File: src/sv/uart_rb_pkg.sv
// Shared types, register offsets, command codes and queue pointer helpers
// for the serial port register block. No dependencies.
`default_nettype none

package uart_rb_pkg;

  // Depth of each byte queue; pointers run modulo twice the depth.
  localparam int unsigned QUEUE_DEPTH = 64;
  localparam int unsigned PTR_W       = $clog2(2 * QUEUE_DEPTH);
  localparam int unsigned IDX_W       = (QUEUE_DEPTH > 1) ? $clog2(QUEUE_DEPTH) : 1;

  typedef logic [PTR_W-1:0] ptr_t;
  typedef logic [IDX_W-1:0] idx_t;

  localparam ptr_t PTR_DEPTH = ptr_t'(QUEUE_DEPTH);
  localparam ptr_t PTR_LAST  = ptr_t'(2 * QUEUE_DEPTH - 1);

  // Input command codes.
  localparam logic [1:0] CMD_READ  = 2'd0;
  localparam logic [1:0] CMD_WRITE = 2'd1;
  localparam logic [1:0] CMD_RX    = 2'd2;
  localparam logic [1:0] CMD_TICK  = 2'd3;

  // Register offsets.
  localparam logic [2:0] REG_DATA = 3'd0;
  localparam logic [2:0] REG_IER  = 3'd1;
  localparam logic [2:0] REG_IIR  = 3'd2;
  localparam logic [2:0] REG_LCR  = 3'd3;
  localparam logic [2:0] REG_MCR  = 3'd4;
  localparam logic [2:0] REG_LSR  = 3'd5;
  localparam logic [2:0] REG_MSR  = 3'd6;
  localparam logic [2:0] REG_SCR  = 3'd7;

  // Interrupt identification values.
  localparam logic [7:0] IIR_RX_DATA = 8'h04;
  localparam logic [7:0] IIR_TX_EMPTY = 8'h02;
  localparam logic [7:0] IIR_NONE    = 8'h01;

  localparam int unsigned LCR_DLAB_BIT = 7;
  localparam int unsigned IER_RX_BIT   = 0;
  localparam int unsigned IER_TX_BIT   = 1;

  typedef enum logic [1:0] {
    KIND_READ  = 2'd0,
    KIND_WRITE = 2'd1,
    KIND_RX    = 2'd2,
    KIND_TICK  = 2'd3
  } kind_e;

  typedef struct packed {
    logic [1:0] command;
    logic [2:0] reg_offset;
    logic [7:0] write_data;
    logic [7:0] rx_byte;
  } in_item_t;

  typedef struct packed {
    logic [7:0] read_data;
    logic       irq;
    logic       tx_valid;
    logic [7:0] tx_byte;
  } out_item_t;

  // Classified operation handed from the front part to the back part.
  typedef struct packed {
    kind_e      kind;
    logic [2:0] offset;
    logic [7:0] data;
  } op_t;

  function automatic ptr_t ptr_next(input ptr_t p);
    ptr_t n;
    n = (p == PTR_LAST) ? '0 : ptr_t'(p + ptr_t'(1));
    return n;
  endfunction

  function automatic idx_t ptr_idx(input ptr_t p);
    ptr_t r;
    r = (p >= PTR_DEPTH) ? ptr_t'(p - PTR_DEPTH) : p;
    return idx_t'(r);
  endfunction

  function automatic logic q_full(input ptr_t head, input ptr_t tail);
    logic [PTR_W:0] diff;
    diff = {1'b0, tail} - {1'b0, head};
    if (tail < head) begin
      diff = diff + (PTR_W + 1)'(2 * QUEUE_DEPTH);
    end
    return (diff >= (PTR_W + 1)'(QUEUE_DEPTH));
  endfunction

endpackage

`default_nettype wire

File: src/sv/uart_rb_front.sv
// Front part: accepts words, classifies them and holds them in a short queue.
// Depends on uart_rb_pkg.
`default_nettype none

module uart_rb_front (
  input  wire logic                 clk_i,
  input  wire logic                 rst_ni,
  input  wire logic                 start_i,
  input  wire uart_rb_pkg::in_item_t in_item_i,
  output logic                      busy_o,
  output logic                      op_valid_o,
  output uart_rb_pkg::op_t          op_o,
  input  wire logic                 op_take_i
);
  import uart_rb_pkg::*;

  op_t        slot_q [2];
  logic       wr_q, wr_d, rd_q, rd_d;
  logic [1:0] cnt_q, cnt_d;
  logic       push, pop;
  op_t        op_new;

  always_comb begin
    op_new.offset = in_item_i.reg_offset;
    op_new.data   = in_item_i.write_data;
    unique case (in_item_i.command)
      CMD_READ:  op_new.kind = KIND_READ;
      CMD_WRITE: op_new.kind = KIND_WRITE;
      CMD_RX: begin
        op_new.kind = KIND_RX;
        op_new.data = in_item_i.rx_byte;
      end
      default:   op_new.kind = KIND_TICK;
    endcase
  end

  assign busy_o     = (cnt_q == 2'd2);
  assign push       = start_i && !busy_o;
  assign op_valid_o = (cnt_q != 2'd0);
  assign op_o       = slot_q[rd_q];
  assign pop        = op_valid_o && op_take_i;

  always_comb begin
    wr_d  = push ? ~wr_q : wr_q;
    rd_d  = pop ? ~rd_q : rd_q;
    cnt_d = 2'(cnt_q + {1'b0, push} - {1'b0, pop});
  end

  always_ff @(posedge clk_i) begin
    if (push) begin
      slot_q[wr_q] <= op_new;
    end
  end

  always_ff @(posedge clk_i or negedge rst_ni) begin
    if (!rst_ni) begin
      wr_q  <= 1'b0;
      rd_q  <= 1'b0;
      cnt_q <= 2'd0;
    end else begin
      wr_q  <= wr_d;
      rd_q  <= rd_d;
      cnt_q <= cnt_d;
    end
  end

endmodule

`default_nettype wire

File: src/sv/uart_rb_back.sv
// Back part: register file, receive and transmit byte queues, result stage.
// Depends on uart_rb_pkg.
`default_nettype none

module uart_rb_back (
  input  wire logic              clk_i,
  input  wire logic              rst_ni,
  input  wire logic              op_valid_i,
  input  wire uart_rb_pkg::op_t  op_i,
  output logic                   op_take_o,
  output logic                   done_o,
  output uart_rb_pkg::out_item_t out_item_o
);
  import uart_rb_pkg::*;

  logic [7:0] rx_mem [QUEUE_DEPTH];
  logic [7:0] tx_mem [QUEUE_DEPTH];
  logic [7:0] rx_rd_q, tx_rd_q;

  ptr_t       rx_head_q, rx_head_d, rx_tail_q, rx_tail_d;
  ptr_t       tx_head_q, tx_head_d, tx_tail_q, tx_tail_d;
  logic [3:0] ier_q, ier_d;
  logic [7:0] lcr_q, lcr_d;
  logic [4:0] mcr_q, mcr_d;
  logic [7:0] scr_q, scr_d;
  logic [15:0] div_q, div_d;
  logic       ovr_q, ovr_d;

  logic       done_q, sel_rx_q, txv_q, irq_q;
  logic [7:0] rd_q;
  logic       sel_rx_d, txv_d, irq_d;
  logic [7:0] rd_d;

  logic rx_empty, tx_empty, rx_full, tx_full, dlab, rx_int, tx_int;
  logic rx_push, tx_push;

  assign op_take_o = 1'b1;
  assign rx_empty  = (rx_head_q == rx_tail_q);
  assign tx_empty  = (tx_head_q == tx_tail_q);
  assign rx_full   = q_full(rx_head_q, rx_tail_q);
  assign tx_full   = q_full(tx_head_q, tx_tail_q);
  assign dlab      = lcr_q[LCR_DLAB_BIT];
  assign rx_int    = ier_q[IER_RX_BIT] && !rx_empty;
  assign tx_int    = ier_q[IER_TX_BIT] && tx_empty;

  always_comb begin
    rx_head_d = rx_head_q;
    rx_tail_d = rx_tail_q;
    tx_head_d = tx_head_q;
    tx_tail_d = tx_tail_q;
    ier_d = ier_q;
    lcr_d = lcr_q;
    mcr_d = mcr_q;
    scr_d = scr_q;
    div_d = div_q;
    ovr_d = ovr_q;
    rd_d = 8'h00;
    sel_rx_d = 1'b0;
    txv_d = 1'b0;
    rx_push = 1'b0;
    tx_push = 1'b0;
    if (op_valid_i) begin
      unique case (op_i.kind)
        KIND_READ: begin
          unique case (op_i.offset)
            REG_DATA: begin
              if (dlab) begin
                rd_d = div_q[7:0];
              end else if (!rx_empty) begin
                sel_rx_d  = 1'b1;
                rx_head_d = ptr_next(rx_head_q);
              end
            end
            REG_IER:  rd_d = dlab ? div_q[15:8] : {4'h0, ier_q};
            REG_IIR:  rd_d = rx_int ? IIR_RX_DATA : (tx_int ? IIR_TX_EMPTY : IIR_NONE);
            REG_LCR:  rd_d = lcr_q;
            REG_MCR:  rd_d = {3'b000, mcr_q};
            REG_LSR: begin
              rd_d  = {1'b0, tx_empty, tx_empty, 3'b000, ovr_q, !rx_empty};
              ovr_d = 1'b0;
            end
            REG_MSR:  rd_d = 8'h00;
            default:  rd_d = scr_q;
          endcase
        end
        KIND_WRITE: begin
          unique case (op_i.offset)
            REG_DATA: begin
              if (dlab) begin
                div_d[7:0] = op_i.data;
              end else if (!tx_full) begin
                tx_push   = 1'b1;
                tx_tail_d = ptr_next(tx_tail_q);
              end
            end
            REG_IER: begin
              if (dlab) begin
                div_d[15:8] = op_i.data;
              end else begin
                ier_d = op_i.data[3:0];
              end
            end
            REG_LCR: lcr_d = op_i.data;
            REG_MCR: mcr_d = op_i.data[4:0];
            REG_SCR: scr_d = op_i.data;
            default: ;
          endcase
        end
        KIND_RX: begin
          if (rx_full) begin
            ovr_d = 1'b1;
          end else begin
            rx_push   = 1'b1;
            rx_tail_d = ptr_next(rx_tail_q);
          end
        end
        default: begin
          if (!tx_empty) begin
            txv_d     = 1'b1;
            tx_head_d = ptr_next(tx_head_q);
          end
        end
      endcase
    end
    irq_d = (ier_d[IER_RX_BIT] && (rx_head_d != rx_tail_d)) ||
            (ier_d[IER_TX_BIT] && (tx_head_d == tx_tail_d));
  end

  // Both stores are written at the tail on a push and read at the head each
  // cycle; the registered head entry is used only when the item popped it.
  always_ff @(posedge clk_i) begin
    if (rx_push) begin
      rx_mem[ptr_idx(rx_tail_q)] <= op_i.data;
    end
    rx_rd_q <= rx_mem[ptr_idx(rx_head_q)];
  end

  always_ff @(posedge clk_i) begin
    if (tx_push) begin
      tx_mem[ptr_idx(tx_tail_q)] <= op_i.data;
    end
    tx_rd_q <= tx_mem[ptr_idx(tx_head_q)];
  end

  always_ff @(posedge clk_i or negedge rst_ni) begin
    if (!rst_ni) begin
      rx_head_q <= '0;
      rx_tail_q <= '0;
      tx_head_q <= '0;
      tx_tail_q <= '0;
      ier_q     <= '0;
      lcr_q     <= '0;
      mcr_q     <= '0;
      scr_q     <= '0;
      div_q     <= '0;
      ovr_q     <= 1'b0;
      done_q    <= 1'b0;
      sel_rx_q  <= 1'b0;
      txv_q     <= 1'b0;
      irq_q     <= 1'b0;
      rd_q      <= '0;
    end else begin
      rx_head_q <= rx_head_d;
      rx_tail_q <= rx_tail_d;
      tx_head_q <= tx_head_d;
      tx_tail_q <= tx_tail_d;
      ier_q     <= ier_d;
      lcr_q     <= lcr_d;
      mcr_q     <= mcr_d;
      scr_q     <= scr_d;
      div_q     <= div_d;
      ovr_q     <= ovr_d;
      done_q    <= op_valid_i;
      sel_rx_q  <= sel_rx_d;
      txv_q     <= txv_d;
      irq_q     <= irq_d;
      rd_q      <= rd_d;
    end
  end

  assign done_o               = done_q;
  assign out_item_o.read_data = !done_q ? 8'h00 : (sel_rx_q ? rx_rd_q : rd_q);
  assign out_item_o.irq       = done_q && irq_q;
  assign out_item_o.tx_valid  = done_q && txv_q;
  assign out_item_o.tx_byte   = (done_q && txv_q) ? tx_rd_q : 8'h00;

endmodule

`default_nettype wire

File: src/sv/uart_register_block_with_queues_core.sv
// Path: a word accepted at a clock edge is stored in the operation queue,
// then carried out by the back part and registered in its result stage.
// Throughput: one word per cycle; the back part retires an operation in every
// cycle, so busy_o only rises if the operation queue were ever to fill.
// Reset: rst_ni clears the registers and queue pointers at once, except the
// queue slots, byte stores and their read ports, used only once written.
// Top level of the serial port register block; uses uart_rb_pkg,
// uart_rb_front and uart_rb_back.
`default_nettype none

module uart_register_block_with_queues_core (
  input  wire logic                  clk_i,
  input  wire logic                  rst_ni,
  input  wire logic                  start_i,
  input  wire uart_rb_pkg::in_item_t in_item_i,
  output logic                       busy_o,
  output logic                       done_o,
  output uart_rb_pkg::out_item_t     out_item_o
);
  import uart_rb_pkg::*;

  // The front part decodes each word into an operation: bus read, bus write,
  // received line byte or transmitter tick, with the relevant byte already
  // picked. A two-entry queue separates it from the back part.
  logic op_valid;
  logic op_take;
  op_t  op;

  uart_rb_front u_front (
    .clk_i      (clk_i),
    .rst_ni     (rst_ni),
    .start_i    (start_i),
    .in_item_i  (in_item_i),
    .busy_o     (busy_o),
    .op_valid_o (op_valid),
    .op_o       (op),
    .op_take_i  (op_take)
  );

  // The back part holds the registers and both byte queues. It carries out
  // one operation per cycle, and the result stage presents the word for
  // exactly one cycle with done_o high; popped bytes come straight from the
  // registered read port of the relevant store.
  uart_rb_back u_back (
    .clk_i      (clk_i),
    .rst_ni     (rst_ni),
    .op_valid_i (op_valid),
    .op_i       (op),
    .op_take_o  (op_take),
    .done_o     (done_o),
    .out_item_o (out_item_o)
  );

endmodule

`default_nettype wire

File: config.mk
export PLATFORM = sky130hd
export DESIGN_NAME = uart_register_block_with_queues_core
export DESIGN_NICKNAME = d
export VERILOG_FILES = /design/src/sv/uart_rb_pkg.sv /design/src/sv/uart_rb_front.sv /design/src/sv/uart_rb_back.sv /design/src/sv/uart_register_block_with_queues_core.sv
export SDC_FILE = /design/constraint.sdc
export NUM_CORES = 1
export LEC_CHECK = 0
export BUFFER_PORTS_ARGS = -buffer_cell sky130_fd_sc_hd__buf_2
export CORE_MARGIN = 1.5
export CORE_UTILIZATION = 25
export CTS_BUF_LIST = sky130_fd_sc_hd__clkbuf_4 sky130_fd_sc_hd__clkbuf_8
export CTS_CLUSTER_DIAMETER = 100
export DETAILED_ROUTE_END_ITERATION = 12
export PLACE_DENSITY = 0.35
export SLEW_MARGIN = 10
export SYNTH_ARGS = -nofsm -noshare
export SYNTH_HDL_FRONTEND = slang
export SYNTH_SLANG_ARGS = --single-unit
export TNS_END_PERCENT = 20
File: constraint.sdc
create_clock -name clk_i -period 6.8 [get_ports clk_i]
set_input_delay 0.68 -clock clk_i [delete_from_list [all_inputs] [get_ports clk_i]]
set_output_delay 0.68 -clock clk_i [all_outputs]
set_load 0.01 [all_outputs]
### Yosys cells after proc, flatten, opt, wreduce, memory -nomap -nowiden

Memory sizes are Yosys's and may differ from the RTL's. A register that Yosys moved wholly into a read port is not among the register bits.
Cells that the tools add are included.
W data, S select, Z words.

| word-level totals | value |
|---|---|
| register bits | 86 |
| RAM bits | 1,050 |
| memories kept | 3 |
| logic and storage cells | 160 |
| output and inout port bits | 20 |

Memories:

| name | depth | width | rd ports | clocked after memory_dff | write ports | RTL line | source |
|---|---|---|---|---|---|---|---|
| u_back.rx_mem | 64 | 8 | 1 | 1 | 1 | uart_rb_back.sv:16 | `logic [7:0] rx_mem [QUEUE_DEPTH];` |
| u_back.tx_mem | 64 | 8 | 1 | 1 | 1 | uart_rb_back.sv:17 | `logic [7:0] tx_mem [QUEUE_DEPTH];` |
| u_front.slot_q | 2 | 13 | 1 | 0 | 1 | uart_rb_front.sv:17 | `op_t slot_q [2];` |

| cells by class | value |
|---|---|
| bitwise operators | 3 |
| order comparisons | 8 |
| muxes and demuxes | 67 |
| reductions and logical operators | 23 |
| equal/unequal tests | 22 |
| add/subtract/negate cells | 14 |

Operators with widths:

| operator | count |
|---|---|
| $mux W7 | 20 |
| $mux W8 | 11 |
| $pmux W8 S7 | 1 |
| $add A7 B1 Y7 const B | 4 |
| $eq A7 B7 Y1 const B | 4 |
| $ge A7 B7 Y1 const B | 4 |
| $mux W1 | 24 |
| $mux W6 | 4 |
| $sub A6 B1 Y6 const B | 4 |
| $eq A7 B7 Y1 | 3 |
| $add A8 B8 Y8 const B | 2 |
| $ge A8 B7 Y1 const B | 2 |
| $reduce_and A4 Y1 | 4 |
| $sub A7 B7 Y8 | 2 |
| $lt A7 B7 Y1 | 2 |
| $eq A3 B3 Y1 const B | 4 |
| $mux W2 | 5 |
| $reduce_and A3 Y1 | 3 |
| $logic_and A1 B1 Y1 | 7 |
| $ne A7 B7 Y1 | 1 |
| $eq A2 B2 Y1 const B | 3 |
| $eq A3 B2 Y1 const B | 2 |
| $pmux W2 S3 | 1 |
| $eq A2 B1 Y1 const B | 2 |
| 13 further kinds | 18 |

### Depth between registers and ports, before layout

Gate-level depths: netlist (run 1).

| logic depth | value |
|---|---|
| word-level depth | 12 |
| gate-level depth with buffers | 13 |
| gate-level depth less buffers | 11 |

### Cells and area by module

Synthesis (run 1) repeated with hierarchy kept, for this count alone.

| unflattened totals | value |
|---|---|
| cells, all modules | 2,214 |
| area total of the unflattened synthesis | 46,160.5 um^2 |

By module, submodules not included:

| module | area an instance (um^2) | sequential area each (um^2) | instances | cells each |
|---|---|---|---|---|
| uart_rb_back | 44,838.0 | 33,121.8 | 1 | 2,144 |
| uart_rb_front | 1,322.5 | 880.8 | 1 | 70 |

### Worst setup path after synthesis (run 1)

OpenSTA, ideal clock, no wires.

| timing path | value |
|---|---|
| kind | register to register |
| start | register u_back.rx_head_q[2] |
| end | register u_back.irq_q |
| clock period less this slack | 4.121 ns |
| cell stages (with the launch flop) | 13 |
| slack | 2.679 ns |
| setup time | 0.121 ns |
| buffers on the path | 2 |
| data arrival time | 3.999 ns |
| cell sequence | dfrtp_1 -> clkbuf_1 -> inv_2 -> buf_1 -> ha_1 -> and4_1 -> and4_1 -> nor4_1 -> xnor2_1 -> xnor3_1 -> or4b_1 -> or4_1 -> o2bb2ai_1 |

| on the way | value |
|---|---|
| cells in the longest elaborated chain, start to end | 10 |
| elaborated cells between the ends (all ways) | 20 |
| those cells by class | 3 x add/sub; 2 x order compare; 3 x eq/ne; 10 x mux; 2 x reduce/logical |

Ends and longest elaborated chain:

| element | RTL line | source |
|---|---|---|
| start: declaration | uart_rb_back.sv:20 | `ptr_t rx_head_q, rx_head_d, rx_tail_q, rx_tail_d;` |
| start signal: assignment | uart_rb_back.sv:163 | `rx_head_q <= rx_head_d;` |
| $add A7 B1 Y7 or $eq A7 B7 Y1 (tied branches) | uart_rb_pkg.sv:73 | `n = (p == PTR_LAST) ? '0 : ptr_t'(p + ptr_t'(1));` |
| $mux W7 | uart_rb_pkg.sv:73 |  |
| $mux W7 * | uart_rb_back.sv:69 | `end else if (!rx_empty) begin` |
| $mux W7 * | uart_rb_back.sv:67 | `if (dlab) begin` |
| $mux W7 * | uart_rb_back.sv:65 | `unique case (op_i.offset)` |
| $mux W7 * | uart_rb_back.sv:63 | `unique case (op_i.kind)` |
| $mux W7 * | uart_rb_back.sv:62 | `if (op_valid_i) begin` |
| via u_back.rx_head_d[4] | uart_rb_back.sv:20 |  |
| $ne A7 B7 Y1 * | uart_rb_back.sv:125 | `irq_d = (ier_d[IER_RX_BIT] && (rx_head_d != rx_tail_d)) \|\|` |
| $logic_and A1 B1 Y1 * | uart_rb_back.sv:125 |  |
| $logic_or A1 B1 Y1 * | uart_rb_back.sv:125 |  |
| via u_back.irq_d | uart_rb_back.sv:31 | `logic sel_rx_d, txv_d, irq_d;` |
| end signal: assignment | uart_rb_back.sv:176 | `irq_q <= irq_d;` |
| end: declaration | uart_rb_back.sv:29 | `logic done_q, sel_rx_q, txv_q, irq_q;` |

The timed path passes the listed nets; every way through them passes the cells marked *.
A chain may end at the register's enable or synchronous reset.

### Worst setup path after layout (run 1)

| timing path | value |
|---|---|
| start | register u_back.rx_head_q[4] |
| end | memory u_back.rx_mem[49][3] (enable) |

| on the way | value |
|---|---|
| cells in the longest elaborated chain, start to end | 9 |
| elaborated cells between the ends (all ways) | 10 |
| those cells by class | 2 x add/sub; 2 x order compare; 6 x mux |

Ends and longest elaborated chain:

| element | RTL line | source |
|---|---|---|
| $sub A7 B7 Y8 | uart_rb_pkg.sv:85 | `diff = {1'b0, tail} - {1'b0, head};` |
| $add A8 B8 Y8 | uart_rb_pkg.sv:87 | `diff = diff + (PTR_W + 1)'(2 * QUEUE_DEPTH);` |
| $mux W8 * | uart_rb_pkg.sv:86 | `if (tail < head) begin` |
| $ge A8 B7 Y1 * | uart_rb_pkg.sv:89 | `return (diff >= (PTR_W + 1)'(QUEUE_DEPTH));` |
| $mux W1 * | uart_rb_back.sv:110 | `if (rx_full) begin` |
| $mux W1 * | uart_rb_back.sv:63 |  |
| $mux W1 * | uart_rb_back.sv:62 |  |
| $mux W1 * | uart_rb_back.sv:132 | `if (rx_push) begin` |
| $mux W1 (not written as such) * | uart_rb_back.sv:133 | `rx_mem[ptr_idx(rx_tail_q)] <= op_i.data;` |
| end: declaration | uart_rb_back.sv:16 |  |

Every way passes the cells marked *; elsewhere a longest branch is shown, timed or not.

==> results of run 1 <==
==> state kept, by name, indices dropped and copies added (netlist names), 2 cells and up <==
name	count
u_back.div_q	16
u_back.ier_q	4
u_back.lcr_q	8
u_back.mcr_q	5
u_back.rd_q	8
u_back.rx_head_q	7
u_back.rx_mem	512
u_back.rx_rd_q	8
u_back.rx_tail_q	7
u_back.scr_q	8
u_back.tx_head_q	7
u_back.tx_mem	512
u_back.tx_rd_q	8
u_back.tx_tail_q	7
u_front.cnt_q	2
u_front.slot_q	26
==> repair_timing <==
item                                   CTS  global route
setup endpoints to repair                0             0
gates resized for setup                  0             0
hold buffers                            23             0
setup buffers                            0             0
endpoints found under the hold margin   44             0
==> synth_stat cells, types with 4 or more instances <==
cell / count / share of area
xor2_1: 5 / 0.00095
or4_1: 6 / 0.00098
nor3_1: 8 / 0.00087
and3_1: 21 / 0.0029
mux2i_1: 155 / 0.034
inv_1: 35 / 0.0029
a211o_1: 4 / 0.00076
a31oi_1: 11 / 0.0015
and4_1: 4 / 0.00076
nor2b_1: 12 / 0.0016
dfxtp_1: 16 / 0.0070
o22ai_1: 32 / 0.0044
nor2_1: 151 / 0.012
buf_1: 33 / 0.0027
a21oi_1: 50 / 0.0055
edfxtp_1: 1050 / 0.69
mux2_2: 13 / 0.0032
a21o_1: 6 / 0.00098
o31ai_1: 4 / 0.00065
buf_2: 9 / 0.00098
nand4_1: 12 / 0.0016
xnor2_1: 15 / 0.0029
dfrtp_1: 86 / 0.047
a211oi_1: 15 / 0.0025
nand3_1: 33 / 0.0036
ha_1: 18 / 0.0049
o221ai_1: 65 / 0.012
or3_1: 6 / 0.00082
o21ai_0: 56 / 0.0061
nand2_1: 125 / 0.010
mux4_2: 235 / 0.12
clkbuf_1: 86 / 0.0070
and2_1: 5 / 0.00068
nor4_1: 13 / 0.0018
==> worst max-delay path: stages, from the launching register on <==
cell and delay [ns]:
dfrtp_1 0.91, clkinv_1 0.50, ha_1 0.44, and3_1 0.18, o21ai_0 0.41, nand4_1 0.38
nand2_1 0.23, nand3_1 0.84, nor2_1 0.91
==> per-layer routing <==
metal  global-route usage  vias to the layer above  routed length (µm)  share of wire
met3               0.0249                      221                5130          0.038
met1                0.183                    12700               57800           0.43
met2                0.246                      595               67100           0.50
met5                    0                        -                   0              0
met4               0.0444                        0                3300          0.025
li1                     -                    10400                   -              -
==> final cells by class <==
type	count	area (µm²)	area share
well taps	2385	2980	0.0559
inverters	38	163	0.00305
flip-flops and latches	1152	34000	0.638
clock inverters	106	841	0.0158
diodes	3	7.51	0.000141
clock buffers	258	3200	0.0600
multi-input cells	1132	11300	0.212
repair buffers	117	856	0.0160
==> layout by cell type (no fill, tap or decap), types with 21 or more instances in the layout <==
cell type,netlist,layout
dlygate4sd3_1,0,23
nor2_1,151,151
edfxtp_1,1050,1050
o221ai_1,65,65
clkinv_2,0,38
and3_1,21,21
nand3_1,33,33
buf_2,9,42
mux2i_1,155,155
o22ai_1,32,32
dfrtp_1,86,82
clkbuf_8,0,202
o21ai_0,56,56
inv_1,35,27
mux4_2,235,235
nand2_1,125,125
clkinv_1,1,37
clkbuf_4,0,56
buf_4,0,50
a21oi_1,50,50
==> power breakdown <==
group	leakage, nW	switching (mW)	internal, mW
logic	4.05	3.15	1.70
registers	10.7	0.367	8.75
clock network	2.13	2.94	3.51
total	16.9	6.46	14.0
==> worst max path at each step <==
| stage | from | to | slack [ns] | cells after the start |
|---|---|---|---|---|
| detailed placement | u_back.rx_head_q[4]$_DFF_PN0_ | u_back.rx_mem[9][5]$_DFFE_PP_ | 1.56 | 8 |
| global placement | u_back.rx_head_q[4]$_DFF_PN0_ | u_back.rx_mem[17][4]$_DFFE_PP_ | 1.65 | 8 |
| CTS | u_back.rx_head_q[4]$_DFF_PN0_ | u_back.rx_mem[33][6]$_DFFE_PP_ | 1.49 | 8 |
| global route | u_back.rx_head_q[4]$_DFF_PN0_ | u_back.rx_mem[33][6]$_DFFE_PP_ | 1.19 | 8 |
| finish | u_back.rx_head_q[4]$_DFF_PN0_ | u_back.rx_mem[49][3]$_DFFE_PP_ | 1.60 | 8 |
| floorplan | u_back.rx_head_q[2]$_DFF_PN0_ | u_back.irq_q$_DFF_PN0_ | 2.68 | 12 |
==> cell families (layout without fill, tap and decap cells) <==
kind of cell               Yosys count  after routing  share of synthesized area
AOI/OAI and AO/OA                  272            272                     0.0402
other                                0              3                          0
buffers and inverters              167            519                     0.0141
adders and majority gates           18             18                    0.00491
muxes                              406            406                      0.153
DFF                               1152           1152                      0.741
xor gates and xnor gates            24             24                    0.00567
and+or+nand+nor                    412            412                     0.0411
==> through the flow <==
| step | hold WS, ns | cells | setup WS (ns) | total power, mW | instance area [µm²] |
|---|---|---|---|---|---|
| 2_1_floorplan | 0.384 | 2451 | 2.68 | 12.1 | 45900 |
| 3_3_place_gp | 0.464 | 4801 | 1.65 | 14.3 | 49100 |
| 3_5_place_dp | 0.468 | 4801 | 1.56 | 14.3 | 49100 |
| 4_1_cts | 0.0854 | 5188 | 1.49 | 20.9 | 53300 |
| 5_1_grt | 0.140 | 5191 | 1.19 | 21.4 | 53400 |
| 6_report | 0.204 | 5191 | 1.60 | 20.4 | 53400 |
==> run metrics, run 1 <==
Vias per Instance 4.60; PwrDens 383 mW/mm²; CP startpoint kind flop; fillers 17,900; DIE WIDTH 431 µm; wire per inst 25.7 µm; Initial Util 0.251; initial antenna violation count 4; Fin Setup TNS 0 ns; final period demand of the worst path 5.20 ns; Syn Area/Cell 18.7 µm²; Worst Skew 0.0471 ns; layout cells sized above 1 0.250; clk_lat worst skew 0.93 ns; Core ar. 0.183 mm²; pin count of the biggest net entering global routing 101; CTS H-tree lvls 4; vias in the first global route 25,500; GRT overflow 0; EDFF count, synth 1,050; Core Util, Final 0.292; clock sinks 1,152; Post-synth ARST share 0.0747; routability cong. 0.783; Static Leak 16.9 nW; DRC viols 0; Buffers on Ports 43; actual slew at the worst max-slew pin 1.28 ns; Pins Over Slew Limit 0; clock buffer depth 3; drt total wl 133,000 µm; r2r setup slk 1.60 ns; Reg clk slew, reported paths 0.06 ns; syn_nets 2,493; die height 431 µm; routed vias 23,900; CTS tree yes; area delta synth->final 16.2%; Max FO, Critical Path 19; I/O pins 44; std cell rows 157; Fin. Hold Viols 0; GRT Overall Usage 0.143; critical path arrival 5.73 ns; RR Startpoint u_back.rx_head_q[4]$_DFF_PN0_; Initial DRT Pass Iterations 5; initial DRC count 1,793; worst hold path type input port to asynchronous set/reset pin; DP Wirelength 83,200 µm; RR Endpoint u_back.rx_mem[49][3]$_DFFE_PP_; Worst IR Drop VDD 0.264 mV; Final Setup Violations 0; Setup CP Type flop to flop; Die Area 0.186 mm²; Critical Path RT 7.33 ns; RSZ-0062 raised after global routing false; Nets 2,678; first-pass GRT wire length 191,000 µm; number of antenna-violating nets in the routed design 0; sequential cell area fraction in the yosys report 0.741; Warnings, synthesis 0; Cell Area, Synth 0.0459 mm²; outcome completed; Most used DFF post-synth edfxtp_1; final worst-path cycle share 0.765; maxcap violations 0; Syn Inst Count 2,451; Max Clock Freq 0.192 GHz; CTS Buf Count 195; R2R depth 8; synthesized flop and latch total 1,152; Root Buffer clkbuf_8; distinct cell type count after synthesis 71; Setup crit end kind flop; slew margin rel. 0.125
No activity file was read; power rests on OpenSTA's default activity.
==> inputs of run 2 (changes only) <==
--- a/config.mk
+++ b/config.mk
@@ -11,7 +11,7 @@
 export CTS_BUF_LIST = sky130_fd_sc_hd__clkbuf_4 sky130_fd_sc_hd__clkbuf_8
 export CTS_CLUSTER_DIAMETER = 100
 export DETAILED_ROUTE_END_ITERATION = 12
-export PLACE_DENSITY = 0.35
+export PLACE_DENSITY = 0.37
 export SLEW_MARGIN = 10
 export SYNTH_ARGS = -nofsm -noshare
 export SYNTH_HDL_FRONTEND = slang
==> constraint.sdc (replaced) <==
create_clock -name clk_i -period 4.19 [get_ports clk_i]
set_input_delay 0.419 -clock clk_i [delete_from_list [all_inputs] [get_ports clk_i]]
set_output_delay 0.419 -clock clk_i [all_outputs]
set_load 0.01 [all_outputs]
==> run 2 against run 1 <==
Effect of this change:
- clock-buffer cell count rose by 8
- non-clock buffer count up 140
- global-route usage is 0.55 points lower
- setup slack got worse by 1.2 ns
- sequential power rose by 59%
- power increased by 60%
- register-to-register slack got worse by 1.2 ns
- clock power is 58% higher
- critical path depth is the same
==> run metrics, run 2 (same netlist as run 1, synthesis figures left out) <==
outcome completed; R2R depth 8 (unchanged); Max Clock Freq 0.267 GHz (+39%); Setup crit end kind flop; Die Area 0.186 mm² (unchanged); worst hold path type input port to asynchronous set/reset pin; Root Buffer clkbuf_8; clk_lat worst skew 0.91 ns (-0.02 ns); Final Setup Violations 0 (unchanged); most frequent cells in the layout edfxtp_1 (1,050), mux4_2 (235), clkbuf_8 (207), buf_4 (182), mux2i_1 (155); Largest regs u_back.rx_mem: 512 flops, u_back.tx_mem: 512 flops, u_front.slot_q: 26 flops; Placed Cells 4,941 (+2.9%); wire per inst 24.1 µm (-6.2%); CTS resizes 0 (unchanged); routed vias 24,100 (+0.77%); drt total wl 128,000 µm (-3.8%); Core Util, Final 0.298 (+0.00555); die height 431 µm (unchanged); clock sinks 1,152 (unchanged); PwrDens 603 mW/mm² (+57%); Nets 2,818 (+5.2%); Static Leak 17.6 nW (+4.2%); Setup WS post-layout 0.444 ns (-1.16 ns); r2r setup slk 0.44 ns (-1.16 ns); Fin. Hold Viols 0 (unchanged); Initial Util 0.251 (unchanged); RR Startpoint u_front.rd_q$_DFFE_PN0N_; Buffers on Ports 43 (unchanged); vias in the first global route 25,600 (+0.17%); initial antenna violation count 3 (-1); post-route insts no fill 5,319 (+2.5%); maxcap violations 0 (unchanged); I/O pins 44 (unchanged); final instance area 0.0544 mm² (+1.9%); Setup CP Type flop to flop; Max FO, Critical Path 10 (-9); Fin Setup TNS 0 ns (unchanged); slew margin rel. 0.258 (+0.133); RSZ-0062 raised after global routing false; pin count of the biggest net entering global routing 117 (+16%); Critical Path RT 4.98 ns (-2.35 ns); GRT Overall Usage 0.138 (-0.00549); CTS H-tree lvls 4 (unchanged); Vias per Instance 4.52 (-1.7%); RR Endpoint u_back.irq_q$_DFF_PN0_; Tot Pwr 32.8 mW (+60%); Initial DRT Pass Iterations 5 (unchanged); placement-stage worst setup slack 0.460 ns (-1.10 ns); Worst Skew 0.0265 ns (-0.0206 ns); most common cell after layout, fill and taps aside edfxtp_1; first-pass GRT wire length 186,000 µm (-2.7%); CP startpoint kind flop; clock buffer depth 3 (unchanged); critical path arrival 4.53 ns (-1.20 ns); Core ar. 0.183 mm² (unchanged); actual slew at the worst max-slew pin 1.09 ns (-0.194 ns); number of antenna-violating nets in the routed design 0 (unchanged); area delta synth->final 18.5%; CTS tree yes; layout cells sized above 1 0.282 (+0.0318); DRC viols 0 (unchanged); CTS Buf Count 195 (unchanged); Reg clk slew, reported paths 0.06 ns (about the same); routability cong. 0.795 (+1.5%); DP Wirelength 79,900 µm (-3.9%); DIE WIDTH 431 µm (unchanged); final worst-path cycle share 0.894 (+0.129); hold_ws 0.113 ns (-0.0913 ns); std cell rows 157 (unchanged); GRT overflow 0 (unchanged); Worst IR Drop VDD 0.454 mV (+72%); Pins Over Slew Limit 0 (unchanged); final period demand of the worst path 3.75 ns (-1.45 ns); Cell Area, Placed 0.0502 mm² (+2.3%); initial DRC count 1,552 (-13%)
run 2: changes by cell type in the layout (fill, tap and decap cells not counted), moves of 3 or more:
cell | previous run | this run
buf_4 | 50 | 182
clkinv_2 | 38 | 29
buf_12 | 2 | 10
clkbuf_8 | 202 | 207
clkinvlp_4 | 9 | 5
inv_8 | 5 | 1
bufinv_16 | 11 | 8
clkbuf_4 | 56 | 59
inv_6 | 6 | 3
run 2: routing by layer:
layer / up-vias / wire, µm / GRT usage
li1: 10700 / - / -
met1: 12700 / 55800 / 0.176
met2: 458 / 65100 / 0.236
met3: 201 / 4150 / 0.0253
met4: 0 / 3080 / 0.0410
met5: - / 0 / 0
run 2: worst max-delay path by stage:
stage	start	slack, ns	cells after the start	endpoint
5_1_grt	u_front.rd_q$_DFFE_PN0N_	0.15	9	u_back.irq_q$_DFF_PN0_
6_report	u_front.rd_q$_DFFE_PN0N_	0.44	8	u_back.irq_q$_DFF_PN0_
2_1_floorplan	u_back.rx_head_q[2]$_DFF_PN0_	0.07	12	u_back.irq_q$_DFF_PN0_
3_3_place_gp	u_front.rd_q$_DFFE_PN0N_	0.46	8	u_back.irq_q$_DFF_PN0_
3_5_place_dp	u_front.rd_q$_DFFE_PN0N_	0.46	8	u_back.irq_q$_DFF_PN0_
4_1_cts	u_front.rd_q$_DFFE_PN0N_	0.46	8	u_back.irq_q$_DFF_PN0_
run 2: where the power goes:
group | internal (mW) | switching (mW)
registers | 14.2 | 0.274
clock network | 5.57 | 4.63
logic | 2.93 | 5.17
run 2: layout make-up:
type | count | area (µm²)
flip-flops and latches | 1152 | 34000
clock buffers | 266 | 3290
inverters | 38 | 163
fillers | 18000 | 128000
multi-input cells | 1132 | 11300
well taps | 2385 | 2980
clock inverters | 85 | 619
repair buffers | 257 | 2010
diodes | 4 | 10.0
run 2: what timing repair did:
item / in CTS / in global routing
hold buffers: 23 / 0
buffers inserted: 0 / 0
hold endpoints to repair: 77 / 0
run 2: critical path, stage by stage (launching register included):
cell and delay (ns):
dfrtp_1 0.56, mux2_2 0.48, or4_4 0.51, nor4_1 0.35, xnor2_1 0.22, xnor3_1 0.35, or4b_1 0.46, or4_1 0.56
o2bb2ai_1 0.15
